--- config.mk ---
export PLATFORM = sky130hd
export DESIGN_NAME = bbe_front_flat
export DESIGN_NICKNAME = d
export VERILOG_FILES = /design/src/hdl/bbe_pkg.sv /design/src/hdl/bbe_if.sv /design/src/hdl/bbe_front.sv /design/src/flat_wrapper.sv
export SDC_FILE = /design/constraint.sdc
export NUM_CORES = 1
export LEC_CHECK = 0
export BUFFER_PORTS_ARGS = -buffer_cell sky130_fd_sc_hd__clkbuf_2
export CORE_UTILIZATION = 31
export DETAILED_ROUTE_END_ITERATION = 10
export PLACE_DENSITY = 0.92
export SYNTH_ARGS = -nofsm -noshare
export SYNTH_HDL_FRONTEND = slang
export SYNTH_SLANG_ARGS = --single-unit
--- constraint.sdc ---
create_clock -name vclk -period 1.3
set_input_delay 0.065 -clock vclk [all_inputs]
set_output_delay 0.065 -clock vclk [all_outputs]
set_load 0.02 [all_outputs]
--- src/hdl/bbe_pkg.sv ---
package bbe_pkg;

   localparam int TAPE_CELLS = 32768;
   localparam int TAPE_AW    = $clog2(TAPE_CELLS);
   localparam int STEP_W     = 16;
   localparam int SUM_W      = ((TAPE_AW > STEP_W) ? TAPE_AW : STEP_W) + 1;

   localparam logic [3:0] CMD_RET   = 4'd0;
   localparam logic [3:0] CMD_ADDP  = 4'd1;
   localparam logic [3:0] CMD_SUBP  = 4'd2;
   localparam logic [3:0] CMD_ADDV  = 4'd3;
   localparam logic [3:0] CMD_SUBV  = 4'd4;
   localparam logic [3:0] CMD_WRITE = 4'd5;
   localparam logic [3:0] CMD_READ  = 4'd6;
   localparam logic [3:0] CMD_JMPZ  = 4'd7;
   localparam logic [3:0] CMD_JMPNZ = 4'd8;
   localparam logic [3:0] CMD_DEBUG = 4'd9;

   localparam logic [1:0] RS_BYTE = 2'd0;
   localparam logic [1:0] RS_EOF  = 2'd1;

   localparam logic [2:0] ST_OK      = 3'd0;
   localparam logic [2:0] ST_DONE    = 3'd1;
   localparam logic [2:0] ST_BOUNDS  = 3'd2;
   localparam logic [2:0] ST_EOF     = 3'd3;
   localparam logic [2:0] ST_IO      = 3'd4;
   localparam logic [2:0] ST_INVALID = 3'd5;

   typedef enum logic [2:0] {
      OP_STATUS,
      OP_ADDP,
      OP_SUBP,
      OP_ADDC,
      OP_SETC,
      OP_WRITE,
      OP_JMPZ,
      OP_JMPNZ
   } op_type;

   typedef struct packed {
      op_type             op;
      logic [2:0]         status;
      logic [STEP_W-1:0]  step;
      logic [7:0]         value;
      logic [23:0]        target;
   } entry_type;

endpackage

--- src/hdl/bbe_if.sv ---
interface bbe_req_if;
   logic        valid;
   logic        ready;
   logic [3:0]  command;
   logic [15:0] step_amount;
   logic [23:0] jump_target;
   logic [7:0]  in_byte;
   logic [1:0]  in_status;

   modport source (output valid, command, step_amount, jump_target, in_byte, in_status,
                   input ready);
   modport sink (input valid, command, step_amount, jump_target, in_byte, in_status,
                 output ready);
endinterface


--- src/hdl/bbe_front.sv ---
module bbe_front (
   bbe_req_if.sink            req,
   input  logic               accept_ok,
   output logic               push,
   output bbe_pkg::entry_type entry
);

   assign req.ready = accept_ok;
   assign push      = req.valid && accept_ok;

   always_comb begin
      entry.op     = bbe_pkg::OP_STATUS;
      entry.status = bbe_pkg::ST_OK;
      entry.step   = req.step_amount;
      entry.value  = req.step_amount[7:0];
      entry.target = req.jump_target;
      case (req.command)
         bbe_pkg::CMD_RET: begin
            entry.status = bbe_pkg::ST_DONE;
         end
         bbe_pkg::CMD_ADDP: begin
            entry.op = bbe_pkg::OP_ADDP;
         end
         bbe_pkg::CMD_SUBP: begin
            entry.op = bbe_pkg::OP_SUBP;
         end
         bbe_pkg::CMD_ADDV: begin
            entry.op = bbe_pkg::OP_ADDC;
         end
         bbe_pkg::CMD_SUBV: begin
            entry.op    = bbe_pkg::OP_ADDC;
            entry.value = ~req.step_amount[7:0] + 8'd1;
         end
         bbe_pkg::CMD_WRITE: begin
            entry.op = bbe_pkg::OP_WRITE;
         end
         bbe_pkg::CMD_READ: begin
            entry.value = req.in_byte;
            if (req.in_status == bbe_pkg::RS_BYTE) begin
               entry.op = bbe_pkg::OP_SETC;
            end else if (req.in_status == bbe_pkg::RS_EOF) begin
               entry.status = bbe_pkg::ST_EOF;
            end else begin
               entry.status = bbe_pkg::ST_IO;
            end
         end
         bbe_pkg::CMD_JMPZ: begin
            entry.op = bbe_pkg::OP_JMPZ;
         end
         bbe_pkg::CMD_JMPNZ: begin
            entry.op = bbe_pkg::OP_JMPNZ;
         end
         bbe_pkg::CMD_DEBUG: begin
            entry.status = bbe_pkg::ST_OK;
         end
         default: begin
            entry.status = bbe_pkg::ST_INVALID;
         end
      endcase
   end

endmodule

--- src/flat_wrapper.sv ---
// flat-port wrapper written by rule: the top's interface ports become plain ports
module bbe_front_flat 
  (accept_ok, push, entry, req_valid, req_command, req_step_amount, req_jump_target, req_in_byte, req_in_status, req_ready);
  bbe_req_if req_i ();
  input  logic accept_ok;
  output logic push;
  output bbe_pkg::entry_type entry;
  input wire logic [$bits(req_i.valid)-1:0] req_valid;
  input wire logic [$bits(req_i.command)-1:0] req_command;
  input wire logic [$bits(req_i.step_amount)-1:0] req_step_amount;
  input wire logic [$bits(req_i.jump_target)-1:0] req_jump_target;
  input wire logic [$bits(req_i.in_byte)-1:0] req_in_byte;
  input wire logic [$bits(req_i.in_status)-1:0] req_in_status;
  output wire logic [$bits(req_i.ready)-1:0] req_ready;
  assign req_i.valid = req_valid;
  assign req_i.command = req_command;
  assign req_i.step_amount = req_step_amount;
  assign req_i.jump_target = req_jump_target;
  assign req_i.in_byte = req_in_byte;
  assign req_i.in_status = req_in_status;
  assign req_ready = req_i.ready;
  bbe_front u_core (.req(req_i), .accept_ok(accept_ok), .push(push), .entry(entry));
endmodule
# Word-level counts from Yosys, hierarchy flattened

Index checks and enable logic that the tools add are counted.

Word-level logic and storage cells: 23
Flip-flop bits (word level): 0

Reductions and logical operators: 5
Equal/unequal tests: 10
Bitwise operators: 1
$add $sub $neg: 1
Muxes and demuxes: 6

Operator list:

| operator                                                              | count |
|---|---|
| 3-bit one-hot mux with 7 select lines                                 | 1 |
| 4-bit by 3-bit equality test with 1-bit output, second input constant | 4 |
| 8-bit one-hot mux with 2 select lines                                 | 1 |
| 3-bit 2-to-1 mux                                                      | 3 |
| 3-bit one-hot mux with 3 select lines                                 | 1 |
| 8-bit by 1-bit adder with 8-bit output, second input constant         | 1 |
| 4-bit by 2-bit equality test with 1-bit output, second input constant | 2 |
| 4-bit equality test, second input constant                            | 2 |
| 8-bit NOT                                                             | 1 |
| 8-bit OR reduction                                                    | 1 |
| 4-bit by 1-bit equality test with 1-bit output, second input constant | 1 |
| 4-bit zero test                                                       | 1 |
| 2-bit by 1-bit equality test with 1-bit output, second input constant | 1 |
| 2-bit zero test                                                       | 1 |
| 2-bit OR reduction                                                    | 1 |
| 1-bit logical AND                                                     | 1 |

# Depth between registers and ports, before layout

Depth in word-level cells: 4
Depth in mapped cells: 5

# Worst setup path after synthesis

OpenSTA, ideal clock, no wires.

Path type: input -> output
From: in req_step_amount[1]
To: out entry[31] (netlist name)
Data required time: 1.235 ns
Slack: -0.136 ns
Arrival time: 1.371 ns
Stages on the path: 3
Cells stage by stage: or4_4 o2111a_1 nor3_1

RTL lines:

| what               | line               | text |
|---|---|---|
| start: declaration | flat_wrapper.sv:10 | `input wire logic [$bits(req_i.step_amount)-1:0] req_step_amount;` |
| end: declaration   | flat_wrapper.sv:7  | `output bbe_pkg::entry_type entry;` |

==> results.yml <==
final_layout:
  area_growth_pct: 28.8
  nClkBuffers: 0
  most-common-layout-cells: "40 x clkbuf_2, 20 x buf_4, 6 x nor2_1, 5 x o21ai_0, 5 x o22ai_1"
  final_nets: 190
  n_antenna_cell: 0
  n_sequential_cell: 0
  seq_area_um2: 0
  final_common_cell: "clkbuf_2"
  finalNonFillerCells: 159
  drive_above_1_share: 0.641
  fin_area_um2: 962
logic_synthesis:
  synth.yosys.warnings: 0
  synth_cells: 109
  synthTopCellsByArea: "buf_4 43%, nor3_1 4.7%, o22ai_1 4.2%, nand2b_1 3.4%, o21ai_0 3.4%"
  avgSynthCellArea_um2: 6.85
  yosysTopAreaCellShare: 0.432
  syn-cell-area_um2: 747
  yosys.area_share.simple: 0.295
  synth_xor_area_frac: 0.0117
  synth_top_family_by_area: "buffers and inverters"
  synth_mux_area_frac: 0.0285
  synth-compound-area-share: 0.184
  synth_top_area_cell: "buf_4"
  ys_types: 32
  seq_area_frac_synth: 0
  synth-adder-area-share: 0.0168
  synth_nets: 166
die:
  die_w_um: 51.1
  core_area_um2: 2230
  start_util: 0.334
  io-pin-count: 112
  dieArea_um2: 2610
  fp-row-count: 17
  die_h_um: 51.1
timing:
  hold_violations: 0
  slew_headroom: 0.780
  setup_tns_ns: -0.0316
  min_period_ns: 1.32
  drv_slew: 0
  rsz0062_at_grt: "true"
  period_share: 1.01
  finalWorstSetupSlack_ns: -0.0179
  tightest_slew_ns: 0.328
  fmaxAchievable_mhz: 759
  finalSetupViolCount: 2
  worst_hold_slack_ns: 0.130
place:
  dp.cells: 157
  dpl.hpwl_um: 1650
  portBuffers: 48
  post-place-ws_ns: -0.145
  routabilityCongestion: 0.740
  place_area_um2: 830
global_routing:
  use_met1: 0.156
  grt_pass1_wl_um: 3110
  track_usage: 0.151
  grt_pass1_vias: 707
  grt_overflow: 0
  busiest_layer: "met2"
  grt_antenna_before_repair: 0
  grtUsageMet2: 0.289
  grt_max_degree: 12
  grtUsageMet3: 0.0298
critical_path:
  crit_path_start_kind: "primary input"
  end_kind: "output pin"
  slowest_delay_ns: 0.57
  crit_path_start: "req_step_amount[3]"
  required_ns: 1.24
  arrival_ns: 1.25
  slowest_stage: "or4_4"
  cp_max_fo: 5
  path_cells: "buf_6 -> or4_4 -> o2111a_1 -> nor3_2 -> buf_4"
  critPathBufInv: 2
  crit_type: "in2out"
  critPathTopFamily: "simple AND/OR/NAND/NOR gates"
drt:
  vias: 797
  finalWirelength_um: 2100
  dr.first_iter.drc_count: 9
  ant_nets: 0
  dr.pass1.iters: 4
  drc_errors: 0
  via_per_inst: 5.01
  wl_per_cell_um: 13.2
pwr:
  vdd_drop_max_mv: 0.153
  powerDensity_nw_per_um2: 355
  leakage_uw: 0.000466
worst_hold_path:
  hold_path_class: "in2out"
  min_from: "req_jump_target[9]"
status:
  violations: "negative setup slack"
  status: "complete, but fails checks"
cts:
  ctsHoldBuffers: 0
run:
  cap_violations: 0
cells in the mapped netlist (2+ instances only):
library cell  count
a21oi_1           4
buf_4            43
inv_1             5
nand2_1           3
nand2b_1          4
nor2_1            6
nor3_1            7
nor3b_1           2
nor4_1            2
nor4b_1           2
o2111a_1          2
o21ai_0           5
o22ai_1           5
worst paths after layout:
check	end	slack, ns	cells after the start
setup / recovery	entry[31]	-0.02	5
hold / removal	entry[9]	0.13	0
routing by layer:
metal	vias to the layer above	part of all wire
met5	-	0
met4	0	0.039
met3	18	0.084
met2	42	0.51
met1	346	0.37
li1	391	-
final cells by class:
class                           count  area (um^2)
Timing Repair Buffer               66          418
Multi-Input combinational cell     60          490
Tap cell                           28         35.0
Fill cell                         245         1270
Inverter                            5         18.8
per-stage QoR:
step                utilization  total power, uW
finish                    0.431              342
global route              0.431              369
CTS                       0.401              320
detailed placement        0.371              299
global placement          0.371              293
floorplan                     -              318
report_power, final:
part	internal [uW]	switching (uW)
sequential	0	0
combinational	157	185
clock	0	0
total	157	185
kinds of logic after synthesis:
| family | count (synthesis) |
|---|---|
| xor+xnor | 1 |
| compound gates | 21 |
| mux | 2 |
| buf+inv | 49 |
| fa+ha+maj | 1 |
| simple gates | 35 |
repair_timing:
item	4_1_cts	5_1_grt
endpoints found under the setup margin	4	6
setup buffers	1	1
pin swaps	6	4
gates resized for setup	12	18
cloned	0	0
Power figures use the tool's default switching activity.
