===== config.mk =====
export PLATFORM = sky130hd
export DESIGN_NAME = bbe_queue
export DESIGN_NICKNAME = d
export VERILOG_FILES = /design/src/hdl/bbe_pkg.sv /design/src/hdl/bbe_queue.sv
export SDC_FILE = /design/constraint.sdc
export NUM_CORES = 1
export LEC_CHECK = 0
export ABC_AREA = 1
export BUFFER_PORTS_ARGS = -buffer_cell sky130_fd_sc_hd__buf_2
export CAP_MARGIN = 0
export CORE_MARGIN = 3
export CORE_UTILIZATION = 35
export DETAILED_ROUTE_END_ITERATION = 7
export PLACE_DENSITY = 0.68
export SLEW_MARGIN = 20
export SYNTH_ARGS = -nofsm -noshare
export SYNTH_HDL_FRONTEND = slang
export SYNTH_SLANG_ARGS = --single-unit

===== constraint.sdc =====
create_clock -name clock -period 3 [get_ports clock]
set_input_delay 0.6 -clock clock [delete_from_list [all_inputs] [get_ports clock]]
set_output_delay 0.6 -clock clock [all_outputs]
set_load 0.1 [all_outputs]

===== src/hdl/bbe_pkg.sv =====
package bbe_pkg;

   localparam int TAPE_CELLS = 32768;
   localparam int TAPE_AW    = $clog2(TAPE_CELLS);
   localparam int STEP_W     = 16;
   localparam int SUM_W      = ((TAPE_AW > STEP_W) ? TAPE_AW : STEP_W) + 1;

   localparam logic [3:0] CMD_RET   = 4'd0;
   localparam logic [3:0] CMD_ADDP  = 4'd1;
   localparam logic [3:0] CMD_SUBP  = 4'd2;
   localparam logic [3:0] CMD_ADDV  = 4'd3;
   localparam logic [3:0] CMD_SUBV  = 4'd4;
   localparam logic [3:0] CMD_WRITE = 4'd5;
   localparam logic [3:0] CMD_READ  = 4'd6;
   localparam logic [3:0] CMD_JMPZ  = 4'd7;
   localparam logic [3:0] CMD_JMPNZ = 4'd8;
   localparam logic [3:0] CMD_DEBUG = 4'd9;

   localparam logic [1:0] RS_BYTE = 2'd0;
   localparam logic [1:0] RS_EOF  = 2'd1;

   localparam logic [2:0] ST_OK      = 3'd0;
   localparam logic [2:0] ST_DONE    = 3'd1;
   localparam logic [2:0] ST_BOUNDS  = 3'd2;
   localparam logic [2:0] ST_EOF     = 3'd3;
   localparam logic [2:0] ST_IO      = 3'd4;
   localparam logic [2:0] ST_INVALID = 3'd5;

   typedef enum logic [2:0] {
      OP_STATUS,
      OP_ADDP,
      OP_SUBP,
      OP_ADDC,
      OP_SETC,
      OP_WRITE,
      OP_JMPZ,
      OP_JMPNZ
   } op_type;

   typedef struct packed {
      op_type             op;
      logic [2:0]         status;
      logic [STEP_W-1:0]  step;
      logic [7:0]         value;
      logic [23:0]        target;
   } entry_type;

endpackage


===== src/hdl/bbe_queue.sv =====
module bbe_queue (
   input  logic               clock,
   input  logic               reset,
   input  logic               push,
   input  bbe_pkg::entry_type push_entry,
   output logic               full,
   input  logic               pop,
   output logic               head_valid,
   output bbe_pkg::entry_type head_entry
);

   bbe_pkg::entry_type slot_ff [2];
   logic               wr_ptr_ff;
   logic               wr_ptr_in;
   logic               rd_ptr_ff;
   logic               rd_ptr_in;
   logic [1:0]         count_ff;
   logic [1:0]         count_in;

   assign full       = (count_ff == 2'd2);
   assign head_valid = (count_ff != 2'd0);
   assign head_entry = slot_ff[rd_ptr_ff];

   always_comb begin
      wr_ptr_in = wr_ptr_ff ^ push;
      rd_ptr_in = rd_ptr_ff ^ pop;
      count_in  = count_ff + {1'b0, push} - {1'b0, pop};
   end

   always_ff @(posedge clock) begin
      if (reset) begin
         wr_ptr_ff <= 1'b0;
         rd_ptr_ff <= 1'b0;
         count_ff  <= 2'd0;
      end else begin
         wr_ptr_ff <= wr_ptr_in;
         rd_ptr_ff <= rd_ptr_in;
         count_ff  <= count_in;
      end
   end

   always_ff @(posedge clock) begin
      if (push) begin
         slot_ff[wr_ptr_ff] <= push_entry;
      end
   end

endmodule


# After elaboration in Yosys (flattened, before gate mapping)
# Memories as Yosys holds them, arrays and structs flattened. A register that Yosys moved wholly into a read port is not among the register bits.
# Cells that the tools add are included.
[word_totals]
inputBits = 58
ff_bits = 4
n_memories = 1
ramBits = 108
[mem_list]
columns = ["memory", "words", "word_bits", "read_ports", "rd_ports_with_merged_regs", "write_ports", "line_no", "rtl"]
rows = [
  ["slot_ff", 2, 54, 1, 1, 1, "bbe_queue.sv:12", "bbe_pkg::entry_type slot_ff [2];"],
]
[classes]
n_reduce_logical = 1
n_bitwise = 2
eq_ne = 1
mux = 3
addsub = 2
[op_table]
columns = ["cell", "n"]
rows = [
  ["2-to-1 mux 1 bit", 3],
  ["adder 2 x 1 -> 2 bit", 1],
  ["equality test 2 bit, second input constant", 1],
  ["nonzero test 2 bit", 1],
  ["subtractor 2 x 1 -> 2 bit", 1],
  ["bitwise XOR 1 bit", 2],
]

# Depth between registers and ports, before layout
# Gate-level depths: netlist of run 1.
[depth]
word_depth = 2
ltp_mapped = 9
depth_no_buf = 9

# Worst setup path before layout of run 1
# No wires, ideal clock.
[synth_timing]
kind = "input port to flip-flop"
startpoint = "input port push"
endpoint = "memory slot_ff[0][0] (netlist bit), enable pin"
arrival_ns = 1.927
required_ns = 2.583
setup_slack_ns = 0.655
setup_time_ns = 0.417
path_stages = 1
path_cell_list = "ha_1"
[synth_via]
elab_chain_len = 2
[synth_lines]
columns = ["element", "line_no", "rtl"]
rows = [
  ["start: declaration", "bbe_queue.sv:4", "input logic push,"],
  ["2-to-1 mux 1 bit", "bbe_queue.sv:43", "if (push) begin"],
  ["2-to-1 mux 1 bit (not written as such)", "bbe_queue.sv:44", "slot_ff[wr_ptr_ff] <= push_entry;"],
  ["end: declaration", "bbe_queue.sv:12", ""],
]
# No other way between the ends.

==> flow_summary.yaml, run 1 <==
clocking:
  post_cts_resized: 0
  postCtsSetupBuffers: 0
  cts_num_sinks: 112
  clk_pin_slew_ps: 70
  cts_root_buf: "clkbuf_16"
  clk_latency_ps: 340
  cts_tree: "yes"
  clockBufferDepth: 2
  htreeDepth: 3
  cts_buffers: 9
  postCtsHoldBufs: 0
logic_synthesis:
  ys_seq_area_share_pct: 76.30
  synth_warnings: 0
  synthesis.area_um2: 4355
  syn-num-nets: 257
  ys_types: 13
  ys_ff_latch: 112
  syn_inst: 195
  syn_area_per_cell_um2: 22.34
sta:
  slew_headroom_pct: 66.11
  rsz0062_at_grt: "false"
  setup_viol: 0
  layout_worst_path_cycle_share_pct: 82.78
  setup_tns_ps: 0
  min_period_ps: 2484
  fmax_ghz: 0.4027
  worstMarginPinSlew_ps: 511.8
  slew_viol_final: 0
  skew_ps: 3.791
  finalHoldViolCount: 0
cells_and_area:
  diodes: 0
  finalNetCount: 381
  nFillCells: 1087
  final_cells: 492
  finish.instance_area_um2: 5398
  drive_above_1_share_pct: 58.95
  area_growth_pct: 23.93
critical_path:
  end_kind: "primary output"
  crit_type: "flop to primary output"
  cp.required_ps: 2400
  critPathMaxFanout: 16
  cp-start-kind: "flop"
  arrival_ps: 1880
routing:
  vias: 2154
  first_iter_violations: 179
  antenna_left: 0
  wl_per_cell_um: 15.38
  via_per_inst: 4.378
  wl_mm: 7.569
  route.detailed.drc: 0
  drt_pass1_iterations: 4
place:
  hpwl_mm: 5.060
  place_inst: 476
  place.port_buffers: 113
  gp_congestion: 0.6410
  dpl_cell_area_um2: 5086
status:
  run_status: "finished, final reports clean"
power_and_ir_drop:
  finalPower_mw: 4.113
  p_leak_nw: 2.149
  power_density_nw_per_um2: 761.9
  vdd_drop_max_uv: 269.3
floorplanning:
  io_pins: 114
  start_util_pct: 35.96
  die_w_um: 117.6
  die_h_um: 117.6
  core_um2: 12110
  die_area_um2: 13820
  rows: 40
global_route:
  grt_use_total_pct: 11.50
  grt_pass1_wl_mm: 12.14
  grt_pass1_vias: 2343
  gr-total-overflow: 0
  grt_max_degree: 31
  grt_antenna_before_repair: 0
job:
  cap_viol_max_count: 0
hold_path:
  hold_path.class: "input port to flop"
critical path, stage by stage, from the launching register on:
cell	delay, ps
dfxtp_4	530
buf_4	360
mux2_4	210
buf_2	410
power breakdown:
| part | leakage (nW) | switching (mW) | internal [mW] |
|---|---|---|---|
| clock | 0.153 | 0.510 | 0.724 |
| sequential | 1.05 | 0.0339 | 1.82 |
| combinational | 0.949 | 0.795 | 0.227 |
| total | 2.15 | 1.34 | 2.77 |
stage by stage:
stage	hold slack, ps	utilization [%]	setup slack, ps
floorplan	516.7	-	655.2
global placement	533.2	41.99	887.6
detailed placement	563.3	41.99	867.3
CTS	414.5	44.57	470.5
global route	415.0	44.57	412.3
finish	439.8	44.57	516.5
path summary, 6_finish.rpt:
kind	depth (start not counted)	end	slack [ps]	start
max	3	head_entry[20]	520	rd_ptr_ff$_SDFF_PP0_
min	1	slot_ff[1][49]$_DFFE_PP_	440	push_entry[49]
max reg2reg	3	slot_ff[0][29]$_DFFE_PP_	1710	wr_ptr_ff$_SDFF_PP0_
min reg2reg	3	wr_ptr_ff$_SDFF_PP0_	570	wr_ptr_ff$_SDFF_PP0_
cells by family after synthesis:
logic type / after synthesis / share of synthesized area [%]
XOR/XNOR: 1 / 0.2011
adder cells (fa/ha/maj): 4 / 1.149
AO/OA/AOI/OAI: 1 / 0.1148
flip-flops: 112 / 76.30
multiplexers: 54 / 18.18
buffers and inverters: 13 / 3.160
AND/OR/NAND/NOR: 10 / 0.8904
layer usage:
metal / GRT usage (%) / part of all wire, % / vias to the layer above
li1: - / - / 1001
met1: 12.31 / 40 / 1055
met2: 18.79 / 50 / 80
met3: 4.613 / 7.0 / 18
met4: 7.619 / 3.6 / 0
met5: 0 / 0 / -
cells in the mapped netlist, drive strengths merged:
library cell / count / area share (%)
dfxtp: 4 / 1.8
nor2: 5 / 0.43
inv: 7 / 0.60
nand2: 4 / 0.34
buf: 6 / 2.6
a21oi: 1 / 0.11
ha: 4 / 1.1
mux2: 54 / 18
nand3: 1 / 0.11
xnor2: 1 / 0.20
edfxtp: 108 / 74
final cells by class:
cell class,count,area [um2],share of cell area [%]
repair buffers,119,623.1,11.54
multi-input cells,70,899.6,16.67
clock inverters,7,86.33,1.599
flip-flops and latches,112,3327,61.64
inverters,7,26.28,0.4868
clock buffers,9,225.2,4.172
well taps,168,210.2,3.894
state kept, by name (all words and copies together) (netlist names):
name	cells
slot_ff	108
count_ff	2
rd_ptr_ff	1
wr_ptr_ff	1
placed cells by master (no fill, tap or decap), types with 2 or more instances in the layout:
master and instances:
buf_2 113, edfxtp_1 108, mux2_4 49, clkbuf_16 9, inv_1 7, mux2_2 5, nor2_1 5, buf_4 5
nand2_1 4, clkinv_2 3, dfxtp_1 3, ha_1 2, ha_2 2, bufinv_16 2
No activity file was read; power rests on OpenSTA's default activity.
==> inputs of run 2 (changes only) <==
- ABC_AREA: 1 -> 0
- PLACE_DENSITY: 0.68 -> 0.7
- clock period: 3 -> 2 ns (I/O delays scaled with it)
==> run 2 against run 1 <==
Critical path depth unchanged. Sequential power up 49%. Critical endpoint is now head_entry[53]. Final area up 9.2%. Final cell count down 1.4%. Combinational power up 83%. Via count down 4.0%.
==> flow_summary.yaml, run 2 <==
routing:
  route.detailed.drc: 0
  first_iter_violations: 99
  via_per_inst: 4.262
  wl_mm: 7.301
  antenna_left: 0
  drt_pass1_iterations: 4
  vias: 2067
  wl_per_cell_um: 15.05
job:
  cap_viol_max_count: 0
cells_and_area:
  top_register: "slot_ff"
  mostFrequentLayoutCells: "edfxtp_1, buf_2, mux2_4"
  finish.instance_area_um2: 5892
  area_growth_pct: 35.47
  largest_reg_flops: 108
  drive_above_1_share_pct: 61.20
  final_core_util_pct: 48.85
  top_regs: "slot_ff: 108 flops, count_ff: 2 flops"
  diodes: 0
  layout_commonest_cell: "edfxtp_1"
  final_cells: 485
  finalNetCount: 374
  nFillCells: 1003
global_route:
  grt_antenna_before_repair: 0
  gr-total-overflow: 0
  grt_pass1_wl_mm: 11.99
  grt_max_degree: 33
  grt_use_total_pct: 11.23
  grt_pass1_vias: 2292
power_and_ir_drop:
  power_density_nw_per_um2: 1088
  p_leak_nw: 2.317
  vdd_drop_max_uv: 701.6
critical_path:
  arrival_ps: 1530
  cp.required_ps: 1600
  startpoint: "rd_ptr_ff$_SDFF_PP0_"
  r2r_slack_ps: 700
  r2r-end: "slot_ff[0][18]$_DFFE_PP_"
  cp-start-kind: "flop"
  crit_type: "flop to primary output"
  r2r-start: "wr_ptr_ff$_SDFF_PP0_"
  r2r_cells: 3
  critPathMaxFanout: 26
  end_kind: "primary output"
logic_synthesis:
  ys.flop_type: "edfxtp_1"
  synth_warnings: 0
  syn-num-nets: 249
  syn_inst: 187
  synth_top_area_share_pct: 74.57
  ys_seq_area_share_pct: 76.41
  synth_edf_count: 108
  synthesis.area_um2: 4349
  synth_top_area_cell: "edfxtp_1"
  synth_most_common_cell: "edfxtp_1"
  ys_types: 13
  ys_ff_latch: 112
  syn_area_per_cell_um2: 23.26
  synth_area_leaders: "edfxtp_1, mux2_4, buf_12, dfxtp_1, mux2_2"
  synthArstFlopShare_pct: 0
  synth.top_cells.by_count: "edfxtp_1, mux2_4, buf_12, mux2_2"
hold_path:
  hold_path.class: "input port to flop"
  whs_endpoint: "slot_ff[0][49]$_DFFE_PP_"
  hold_depth: 1
  min_from: "push_entry[49]"
clocking:
  postCtsSetupBuffers: 0
  cts_num_sinks: 112
  htreeDepth: 3
  cts_root_buf: "clkbuf_16"
  clk_pin_slew_ps: 70
  cts_buffers: 9
  clockBufferDepth: 2
  cts_tree: "yes"
  clk_latency_ps: 340
sta:
  slew_viol_final: 0
  rsz0062_at_grt: "false"
  finalHoldViolCount: 0
  setup_viol: 0
  fmax_ghz: 0.5179
  finalHoldWorstSlack_ps: 248.6
  layout_worst_path_cycle_share_pct: 96.54
  slew_headroom_pct: 66.37
  skew_ps: 4.020
  setup_tns_ps: 0
  worstMarginPinSlew_ps: 508.0
  min_period_ps: 1931
place:
  place.port_buffers: 113
  dpl_cell_area_um2: 5568
  hpwl_mm: 5.067
  place_inst: 469
  gp_congestion: 0.6645
floorplanning:
  io_pins: 114
  rows: 40
  die_w_um: 117.5
  die_area_um2: 13800
  die_h_um: 117.5
  core_um2: 12060
  start_util_pct: 36.06
status:
  run_status: "finished, final reports clean"
==> run 2: cell types whose count changed in the layout (fill, tap and decap cells not counted), sizes merged, moves of 2 or more <==
cell	delta
nand2	-4
inv	-2
nor2	-2
nor2b	+2
==> run 2: metal layers <==
metal	vias to the layer above	track usage (%)	wire [um]
met5	-	0	0
met4	0	5.275	106
met3	7	3.220	377
met2	71	19.40	3828
met1	1009	12.91	2988
li1	980	-	-
==> run 2: logic make-up (layout without fill, tap and decap cells) <==
logic type / count (synthesis) / after routing / share of synthesized area (%)
simple gates: 6 / 6 / 0.6905
flops: 112 / 112 / 76.41
buf+inv: 9 / 139 / 2.819
xor+xnor: 2 / 2 / 0.7192
fa+ha+maj: 4 / 4 / 1.151
mux: 54 / 54 / 18.21
==> run 2: worst max-delay path: stages (launching register included) <==
cell and delay [ps]:
dfxtp_4 380, buf_12 220, mux2_2 380, buf_6 190
==> run 2: worst max-delay path by stage <==
| stage | endpoint | cells after the start |
|---|---|---|
| floorplan | slot_ff[1][0]$_DFFE_PP_ | 1 |
| global placement | head_entry[53] | 3 |
| detailed placement | head_entry[53] | 3 |
| CTS | head_entry[3] | 3 |
| global route | head_entry[21] | 3 |
| finish | head_entry[53] | 3 |
==> run 2: through the flow <==
step                total power, mW  worst slack, ps
floorplan                     4.220            422.3
global placement              4.683            357.2
detailed placement            4.707            334.5
CTS                           6.480            5.018
global route                  6.676            5.270
finish                        6.409            69.24
==> run 2: layout make-up <==
type	instances	area [um2]	area share, %
Multi-Input combinational cell	66	910.9	15.46
Inverter	3	11.26	0.1911
Sequential cell	112	3327	56.47
Tap cell	168	210.2	3.568
Timing Repair Buffer	120	1137	19.30
Clock buffer	10	229.0	3.886
Clock inverter	6	66.31	1.126
==> run 2: where the power goes <==
group	switching [mW]	internal (mW)	total, mW
clock	0.780	0.979	1.76
combinational	1.27	0.602	1.87
sequential	0.0413	2.74	2.78
total	2.09	4.32	6.41
==> run 2: what timing repair did <==
item | CTS | global route
gates resized for setup | 2 | 17
hold buffers | 0 | 0
setup endpoints to repair | 2 | 9
